**src/pps_pkg.sv**
```systemverilog
// Shared types, constants and helpers for the pulsing position sweep block.
`default_nettype none

package pps_pkg;

	localparam int FRAC_BITS  = 16;
	localparam int TIME_W     = 20;
	localparam int POINT_W    = 16;
	localparam int POS_W      = 32;
	localparam int VEL_W      = 32;
	localparam int CFG_ADDR_W = 2;
	localparam int CFG_DATA_W = 32;
	localparam int IN_DATA_W  = 24;
	localparam int OUT_DATA_W = 40;

	// Configuration register indexes.
	typedef enum logic [CFG_ADDR_W-1:0] {
		CFG_SWEEP_MODE     = 2'd0,
		CFG_FIRST_POINT    = 2'd1,
		CFG_SECOND_POINT   = 2'd2,
		CFG_START_VELOCITY = 2'd3
	} cfg_reg_t;

	typedef enum logic {
		MODE_CYCLIC  = 1'b0,
		MODE_ACYCLIC = 1'b1
	} sweep_mode_t;

	localparam logic HEADING_SECOND = 1'b1;

	typedef struct packed {
		sweep_mode_t                sweep_mode;
		logic signed [POINT_W-1:0]  first_point;
		logic signed [POINT_W-1:0]  second_point;
		logic signed [VEL_W-1:0]    start_velocity;
	} cfg_t;

	typedef struct packed {
		logic [POS_W-1:0] position;
		logic [VEL_W-1:0] velocity;
		logic             heading;
	} state_t;

	typedef struct packed {
		logic signed [POINT_W-1:0] coord;
		logic signed [POINT_W:0]   coord_rounded_up;
		logic                      coord_changed;
		logic                      turned;
		logic                      heading_second;
	} result_t;

	// Integer coordinate to 16.16 fixed point.
	function automatic logic [POS_W-1:0] fix_of(input logic [POINT_W-1:0] p);
		return {p, {FRAC_BITS{1'b0}}};
	endfunction

endpackage

`default_nettype wire

```
**src/pps_cfg_regs.sv**
```systemverilog
// Configuration register file for the pulsing position sweep block.
`default_nettype none

module pps_cfg_regs (
	input  wire logic                               clk,
	input  wire logic                               arst_n,
	input  wire logic                               cfg_we,
	input  wire logic [pps_pkg::CFG_ADDR_W-1:0]     cfg_addr,
	input  wire logic [pps_pkg::CFG_DATA_W-1:0]     cfg_wdata,
	output pps_pkg::cfg_t                           cfg
);
	import pps_pkg::*;

	cfg_t cfg_q;

	always_ff @(posedge clk or negedge arst_n) begin
		if (!arst_n) begin
			cfg_q.sweep_mode     <= MODE_CYCLIC;
			cfg_q.first_point    <= '0;
			cfg_q.second_point   <= '0;
			cfg_q.start_velocity <= '0;
		end else if (cfg_we) begin
			unique case (cfg_reg_t'(cfg_addr))
				CFG_SWEEP_MODE:     cfg_q.sweep_mode     <= sweep_mode_t'(cfg_wdata[0]);
				CFG_FIRST_POINT:    cfg_q.first_point    <= cfg_wdata[POINT_W-1:0];
				CFG_SECOND_POINT:   cfg_q.second_point   <= cfg_wdata[POINT_W-1:0];
				CFG_START_VELOCITY: cfg_q.start_velocity <= cfg_wdata[VEL_W-1:0];
				default: begin
				end
			endcase
		end
	end

	assign cfg = cfg_q;

endmodule

`default_nettype wire

```
**src/pps_step.sv**
```systemverilog
// Combinational step update: motion, overshoot test, reflection or wrap, restart and result fields.
`default_nettype none

module pps_step (
	input  wire pps_pkg::cfg_t                  cfg,
	input  wire pps_pkg::state_t                cur,
	input  wire logic [pps_pkg::TIME_W-1:0]     time_step,
	input  wire logic                           restart,
	output pps_pkg::state_t                     nxt,
	output pps_pkg::result_t                    res
);
	import pps_pkg::*;

	logic signed [TIME_W+VEL_W:0] prod;
	logic [POS_W-1:0]             pos_moved;
	logic [POS_W-1:0]             target;
	logic [POS_W-1:0]             disp;
	logic                         overshoot;
	logic [POINT_W-1:0]           coord_new;

	always_comb begin
		// Signed product of an unsigned time and a signed velocity; bits 47:16 are the move.
		prod      = $signed({1'b0, time_step}) * $signed(cur.velocity);
		pos_moved = cur.position + prod[FRAC_BITS+POS_W-1:FRAC_BITS];

		if (cfg.sweep_mode == MODE_CYCLIC) begin
			target = (cur.heading == HEADING_SECOND) ? fix_of(cfg.second_point)
			                                          : fix_of(cfg.first_point);
		end else begin
			target = fix_of(cfg.second_point);
		end
		disp = target - pos_moved;

		// Overshoot when both are nonzero and their signs differ.
		overshoot = (cur.velocity != '0) && (disp != '0) &&
		            (cur.velocity[VEL_W-1] != disp[POS_W-1]);

		nxt = cur;
		if (restart) begin
			nxt.position = fix_of(cfg.first_point);
			nxt.velocity = cfg.start_velocity;
			nxt.heading  = HEADING_SECOND;
		end else if (overshoot) begin
			if (cfg.sweep_mode == MODE_CYCLIC) begin
				nxt.position = target + disp;
				nxt.heading  = ~cur.heading;
				nxt.velocity = '0 - cur.velocity;
			end else begin
				nxt.position = fix_of(cfg.first_point) + disp;
			end
		end else begin
			nxt.position = pos_moved;
		end

		coord_new            = nxt.position[POS_W-1:FRAC_BITS];
		res.coord            = coord_new;
		res.coord_rounded_up = {coord_new[POINT_W-1], coord_new} +
		                       {{POINT_W{1'b0}}, (nxt.position[FRAC_BITS-1:0] != '0)};
		res.coord_changed    = (coord_new != cur.position[POS_W-1:FRAC_BITS]);
		res.turned           = ~restart & overshoot;
		res.heading_second   = nxt.heading;
	end

endmodule

`default_nettype wire

```
**src/pulsing_position_sweep.sv**
```systemverilog
// Top level of the pulsing position sweep oscillator with stream ports.
`default_nettype none

// The block advances a 16.16 fixed-point position by (time_step * velocity) >> 16 for
// every input item and returns one result item per input item, in order. In cyclic
// mode the position bounces between first_point and second_point (triangle wave);
// in acyclic mode it jumps back to first_point after passing second_point (sawtooth).
// An item with restart set reloads position and velocity from the configuration
// registers and sets heading toward second_point, without moving. The block takes
// one item per clock cycle when the output side keeps up: the step update (one 21x32
// multiply, the add and the overshoot test) sits between the input register and the
// result register, so an item waits in the input register and its result is then
// registered in the result register, from which it is taken. The loop through the
// position and velocity registers closes through that combinational step update.
// Configuration writes are expected only while no item is in flight; sweep_mode,
// first_point and second_point are used live, start_velocity only at a restart.

module pulsing_position_sweep (
	input  wire logic                               clk,
	input  wire logic                               arst_n,
	// Configuration write port.
	input  wire logic                               cfg_we,
	input  wire logic [pps_pkg::CFG_ADDR_W-1:0]     cfg_addr,
	input  wire logic [pps_pkg::CFG_DATA_W-1:0]     cfg_wdata,
	// Input items.
	input  wire logic                               s_tvalid,
	output logic                                    s_tready,
	input  wire logic [pps_pkg::IN_DATA_W-1:0]      s_tdata,  // [19:0] time_step, rest zero
	input  wire logic                               s_tuser,  // [0] restart
	// Result items.
	output logic                                    m_tvalid,
	input  wire logic                               m_tready,
	output logic [pps_pkg::OUT_DATA_W-1:0]          m_tdata   // [15:0] coord,
	                                                          // [32:16] coord_rounded_up,
	                                                          // [33] coord_changed,
	                                                          // [34] turned,
	                                                          // [35] heading_second,
	                                                          // [39:36] zero
);
	import pps_pkg::*;

	cfg_t    cfg;
	state_t  state_q;
	state_t  state_nxt;
	result_t res_nxt;
	result_t res_q;

	logic              in_valid_s1;
	logic [TIME_W-1:0] time_s1;
	logic              restart_s1;
	logic              out_valid_q;
	logic              advance;

	pps_cfg_regs u_cfg (
		.clk       (clk),
		.arst_n    (arst_n),
		.cfg_we    (cfg_we),
		.cfg_addr  (cfg_addr),
		.cfg_wdata (cfg_wdata),
		.cfg       (cfg)
	);

	pps_step u_step (
		.cfg       (cfg),
		.cur       (state_q),
		.time_step (time_s1),
		.restart   (restart_s1),
		.nxt       (state_nxt),
		.res       (res_nxt)
	);

	// The held item moves into the result register whenever that register is free
	// or being emptied in the same cycle; the input register then frees up too.
	assign advance  = in_valid_s1 && (!out_valid_q || m_tready);
	assign s_tready = !in_valid_s1 || advance;

	always_ff @(posedge clk or negedge arst_n) begin
		if (!arst_n) begin
			in_valid_s1 <= 1'b0;
		end else if (s_tready) begin
			in_valid_s1 <= s_tvalid;
		end
	end

	always_ff @(posedge clk) begin
		if (s_tready && s_tvalid) begin
			time_s1    <= s_tdata[TIME_W-1:0];
			restart_s1 <= s_tuser;
		end
	end

	// State follows the item that leaves the input register. Reset matches a
	// restart with the reset configuration: position and velocity zero.
	always_ff @(posedge clk or negedge arst_n) begin
		if (!arst_n) begin
			state_q.position <= '0;
			state_q.velocity <= '0;
			state_q.heading  <= HEADING_SECOND;
			out_valid_q      <= 1'b0;
		end else if (advance) begin
			state_q     <= state_nxt;
			out_valid_q <= 1'b1;
		end else if (m_tready) begin
			out_valid_q <= 1'b0;
		end
	end

	always_ff @(posedge clk) begin
		if (advance) begin
			res_q <= res_nxt;
		end
	end

	assign m_tvalid = out_valid_q;
	assign m_tdata  = {4'b0000, res_q.heading_second, res_q.turned, res_q.coord_changed,
	                   res_q.coord_rounded_up, res_q.coord};

endmodule

`default_nettype wire
```
**config.mk**
```make
export PLATFORM = sky130hd
export DESIGN_NAME = pulsing_position_sweep
export DESIGN_NICKNAME = d
export VERILOG_FILES = /design/src/pps_pkg.sv /design/src/pps_cfg_regs.sv /design/src/pps_step.sv /design/src/pulsing_position_sweep.sv
export SDC_FILE = /design/constraint.sdc
export NUM_CORES = 2
export LEC_CHECK = 0
export BUFFER_PORTS_ARGS = -buffer_cell sky130_fd_sc_hd__buf_2
export CORE_ASPECT_RATIO = 0.9
export CORE_UTILIZATION = 44
export CTS_BUF_LIST = sky130_fd_sc_hd__clkbuf_8
export DETAILED_ROUTE_END_ITERATION = 10
export GPL_TIMING_DRIVEN = 0
export PLACE_DENSITY_LB_ADDON = 0.08
export SLEW_MARGIN = 20
export SYNTH_ARGS = -nofsm -noshare
export SYNTH_HDL_FRONTEND = slang
export SYNTH_SLANG_ARGS = --single-unit
export TNS_END_PERCENT = 100
```
**constraint.sdc**
```tcl
create_clock -name clk -period 15.1 [get_ports clk]
set_clock_uncertainty 0.2 [all_clocks]
set_input_delay 0.755 -clock clk [delete_from_list [all_inputs] [get_ports clk]]
set_output_delay 0.755 -clock clk [all_outputs]
set_load 0.01 [all_outputs]
```
* Yosys cells after proc, flatten, opt, wreduce, memory -nomap -nowiden
Cells that the tools add are included.
** Storage, ports and cells
- Register bits after elaboration :: 189
- Latch bits :: 0
- RAM bits :: 0
- Bits in read-only memories :: 0
- Bits of input ports :: 64
- Output and inout port bits :: 42
- Memories kept :: 0
** Operators by class
- Add/subtract/negate cells :: 6
- $mul :: 1
- Divide/modulo/power cells :: 0
- Order comparisons :: 0
- Equal/unequal tests :: 6
- Shifts and indexed selects :: 0
- Muxes and demuxes :: 9
- Bitwise gates (word level) :: 3
- Reduce and logical (&&, ||, !) cells :: 19
** Operators with widths (number)
- $mux 32 :: 4
- $add 32x32->32 :: 3
- $mux 33 :: 2
- $mux 65 :: 1
- $reduce_bool 32->1 :: 2
- $mul 21x32->48 :: 1
- $sub 1x32->32 const A :: 1
- $sub 32x32->32 :: 1
- $add 16x2->17 :: 1
- $ne 16x16->1 :: 1
- $reduce_bool 16->1 :: 1
- $reduce_and 2->1 :: 4
- $eq 2x2->1 const B :: 2
- $logic_and 1x1->1 :: 4
- $reduce_bool 2->1 :: 2
- $reduce_and 3->1 :: 1
- $eq 2x1->1 const B :: 1
- $logic_not 1->1 :: 2
- $logic_not 2->1 :: 1
- $logic_or 1x1->1 :: 2
- $mux 1 :: 2
- $ne 2x2->1 const B :: 1
- $not 1->1 :: 2
- $and 1x1->1 :: 1
- $ne 1x1->1 :: 1

* Depth between registers and ports, before layout
- Depth in word-level cells :: 10
- Depth in mapped cells :: 69
- Depth with buffers taken out :: 65

* Modules after synthesis
From an unflattened synthesis, not the netlist that was laid out.
** Unflattened totals
- Cells, all modules :: 3557
- Area, all modules :: 34521.9 um^2
** By module, submodules not included
- pps_step :: instances 1, cells an instance 3210, area each 27486.4 um^2, seq. area each 0.0 um^2
- pulsing_position_sweep :: instances 1, cells an instance 208, area each 4448.0 um^2, seq. area each 3389.5 um^2
- pps_cfg_regs :: instances 1, cells an instance 139, area each 2587.5 um^2, seq. area each 1626.6 um^2

* Worst setup path before layout
No wires, ideal clock.
- Kind :: flip-flop to flip-flop
- From :: register time_s1[6]
- To :: register res_q, in the netlist m_tdata[24] (data pin)
- Setup time :: 0.264 ns
- Arrival :: 13.761 ns
- Required time :: 14.636 ns
- Path slack :: 0.875 ns
- Stages on the path, launching flop included :: 67
- Path through :: edfxtp_1 > clkbuf_1 > and2_1 > fa_1 > inv_1 > fa_1 > fa_1 > fa_1 > inv_1 > fa_1 > fa_1 > inv_1 > fa_1 > inv_1 > ha_1 > a21oi_1 > o21ai_0 > and4_1 > (+31 left out) > a32oi_1 > nor4b_1 > and3_1 > a21oi_2 > nor2_1 > buf_2 > buf_2 > nor2_1 > xor2_1 > nor2_1 > nor3_1 > nand3_1 > ha_1 > ha_1 > and2_1 > nand3_2 > nor2_1 > xor2_1
** RTL lines
- start: declaration :: line pulsing_position_sweep.sv:49 : logic [TIME_W-1:0] time_s1;
- start signal: assignment :: line pulsing_position_sweep.sv:87 : time_s1 <= s_tdata[TIME_W-1:0];
- end signal: assignment :: line pulsing_position_sweep.sv:110 : res_q <= res_nxt;
- end: declaration :: line pulsing_position_sweep.sv:46 : result_t res_q;

==> out/qor.txt <==
Clk Latency, worst-skew pair: 0.62 ns
Chip Width: 295 um
highest clock rate: 0.0665 GHz
CP max-delay cell: fa_1
final cycle utilization of the critical path: 0.996
Reg area: 0.00503 mm2
vias per cell: 5.36
Mapped Avg Cell Area: 9.33 um2
maxcap violations: 0
Rows: 96
actual slew at the worst max-slew pin: 1.11 ns
number of port buffers: 97
count of warnings emitted by yosys: 0
worst endpoint required time: 15.23 ns
layout net count: 4,699
Setup crit end: m_tdata[24]$_DFFE_PP_
clock sinks: 189
CP Class: reg -> reg
flops & latches, synth: 189
FILL cells: 7,412
DR iter-0 viols: 2,039
All-Layer GR Usage: 0.305
TritonRoute pass-1 iters: 5
core box area: 0.0764 mm2
P&R area growth vs syn: 12.2%
setup TNS: 0 ns
Clock Path Buffers: 2
Slew HR: 0.261
share of cells above drive strength 1: 0.148
Final Wtd Congestion: 0.938
final number of hold-violating endpoints: 0
RSZ-0062 raised after global routing: true
worst hold path class: in -> reg
hpwl dp: 95,700 um
CP Launch Type: register
worst-case reg-to-reg path depth: 67
clock root buffer: clkbuf_8
largest net degree at the start of global routing: 86
gr ovfl total: 0
Reg2Reg Setup Slack: 0.07 ns
vias in the first global route: 26,691
die area: 0.0785 mm2
# H-tree levels: 4
Main synth FF type: dfrtp_1
Starting Density: 0.446
CTS buffer count: 17
WHS Path Cells: 1
area of the mapped netlist: 0.0340 mm2
Synth async-reset ratio: 0.698
WL final: 116,000 um
Final Critical Period: 15.03 ns
Cells after Synth: 3,649
final setup violation count: 0
worst reg2reg endpoint: m_tdata[24]$_DFFE_PP_
I/O pins: 106
worst-path fanout max: 6
WL/cell: 23.7 um
Clk pin slew, worst setup/hold paths: 0.17 ns
Max stage delay on crit path: 0.61 ns
Remaining DRCs: 0
Setup crit end kind: register
EDFF count, synth: 57
reg2reg start: time_s1[9]$_DFFE_PP_
initial antenna violation count: 8
Seq/Total Area, Yosys: 0.147
CTS tree: yes
Yosys cell types: 100
Die Ht: 266 um
DRT antenna net count: 0
status: complete, no violations
crit path from: time_s1[9]$_DFFE_PP_
routed vias: 26,226
first-pass GRT wire length: 173,000 um
crit path DAT: 15.16 ns
Pins Over Slew Limit: 0
area of the multi-input gates: 0.0267 mm2
-- state kept, by name, indices dropped and copies added, names as in the netlist --
register,count
state_q,65
u_cfg.cfg,65
m_tdata,36
time_s1,20
in_valid_s1,1
m_tvalid,1
restart_s1,1
-- how the worst min path moves through the flow --
stage | startpoint | slack [ns] | end
4_1_cts | s_tdata[13] | 0.05 | time_s1[13]$_DFFE_PP_
5_1_grt | s_tdata[5] | 0.07 | time_s1[5]$_DFFE_PP_
3_3_place_gp | state_q[47]$_DFFE_PN0P_ | 0.27 | state_q[47]$_DFFE_PN0P_
2_1_floorplan | state_q[46]$_DFFE_PN0P_ | 0.25 | state_q[46]$_DFFE_PN0P_
6_report | s_tdata[9] | 0.09 | time_s1[9]$_DFFE_PP_
3_5_place_dp | state_q[47]$_DFFE_PN0P_ | 0.27 | state_q[47]$_DFFE_PN0P_
-- timing repair --
action	CTS	global route
pin swaps	25	65
buffers inserted	38	48
setup endpoints to repair	99	23
hold endpoints to repair	47	0
hold buffers	1	0
gates resized for setup	215	149
cloned	1	2
-- metrics by stage --
| step | hold slack [ns] | std cells | cell area, um2 | utilization | worst slack [ns] |
|---|---|---|---|---|---|
| floorplan | 0.252 | 3652 | 34100 | - | 0.875 |
| global placement | 0.272 | 4778 | 35800 | 0.469 | -3.54 |
| detailed placement | 0.272 | 4780 | 35900 | 0.470 | -3.40 |
| CTS | 0.0528 | 4849 | 37400 | 0.489 | -0.0565 |
| global route | 0.0703 | 4895 | 38200 | 0.500 | -0.377 |
| finish | 0.0910 | 4896 | 38200 | 0.500 | 0.0652 |
-- cells by family (layout without fill, tap and decap cells) --
kind of cell	count (synthesis)	in the layout	share of synthesized area
and+or+nand+nor	1174	1174	0.184
buffers and inverters	819	1033	0.0919
adders and majority gates	782	782	0.418
AOI/OAI and AO/OA	430	430	0.0847
DFF	189	189	0.147
xor gates and xnor gates	141	141	0.0367
muxes	113	113	0.0372
other	1	5	0.000110
-- cell usage in the layout, fill, tap and decap left out, drive strengths merged, types with 14 or more instances in the layout --
| cell | instances |
|---|---|
| a211oi | 15 |
| a21o | 25 |
| a21oi | 131 |
| a31oi | 14 |
| a32oi | 14 |
| and2 | 467 |
| and3 | 18 |
| buf | 235 |
| clkbuf | 157 |
| dfrtp | 131 |
| edfxtp | 57 |
| fa | 593 |
| ha | 189 |
| inv | 632 |
| mux2 | 99 |
| mux2i | 14 |
| nand2 | 324 |
| nand2b | 33 |
| nand3 | 53 |
| nor2 | 124 |
| nor2b | 25 |
| nor3 | 39 |
| nor4 | 16 |
| o21a | 23 |
| o21ai | 84 |
| o21bai | 15 |
| or3 | 25 |
| xnor2 | 101 |
| xor2 | 39 |
-- final cells by class --
type / instances / area share
multi-input combinational: 2644 / 0.699
sequential: 189 / 0.132
inverter: 625 / 0.0614
timing repair buffer: 188 / 0.0342
tap: 1029 / 0.0337
buffer: 188 / 0.0289
clock buffer: 17 / 0.00612
clock inverter: 15 / 0.00498
antenna: 1 / 0.0000655
-- per-layer routing --
| metal | GRT usage | up-vias | share of wire |
|---|---|---|---|
| met1 | 0.424 | 13363 | 0.44 |
| met4 | 0.0916 | 0 | 0.033 |
| met5 | 0 | - | 0 |
| li1 | - | 11868 | - |
| met2 | 0.479 | 856 | 0.46 |
| met3 | 0.0594 | 139 | 0.068 |
-- cell usage after synthesis (all sizes together), types with 16 or more instances --
| cell type | count | share of area |
|---|---|---|
| a21o | 25 | 0.0055 |
| a21oi | 131 | 0.019 |
| and2 | 467 | 0.086 |
| and3 | 18 | 0.0033 |
| buf | 26 | 0.0045 |
| clkbuf | 168 | 0.019 |
| dfrtp | 131 | 0.096 |
| edfxtp | 57 | 0.050 |
| fa | 593 | 0.35 |
| ha | 189 | 0.069 |
| inv | 624 | 0.069 |
| mux2 | 99 | 0.033 |
| nand2 | 324 | 0.036 |
| nand2b | 33 | 0.0061 |
| nand3 | 53 | 0.0081 |
| nor2 | 124 | 0.014 |
| nor2b | 25 | 0.0046 |
| nor3 | 39 | 0.0060 |
| nor4 | 16 | 0.0039 |
| o21a | 23 | 0.0051 |
| o21ai | 84 | 0.012 |
| or3 | 25 | 0.0049 |
| xnor2 | 101 | 0.026 |
| xor2 | 39 | 0.010 |
-- critical path: cells and delay by family (launching register included) --
kind,cells,cell delay [ns]
AOI/OAI and AO/OA,25,4.59
and+or+nand+nor,18,3.09
DFF,1,0.56
xor gates and xnor gates,3,0.49
adders and majority gates,12,4.74
buffers and inverters,9,1.01
Power is left out: the tool's default activity adds up to more than one toggle a clock period on the data nets, which glitch-free logic cannot reach.
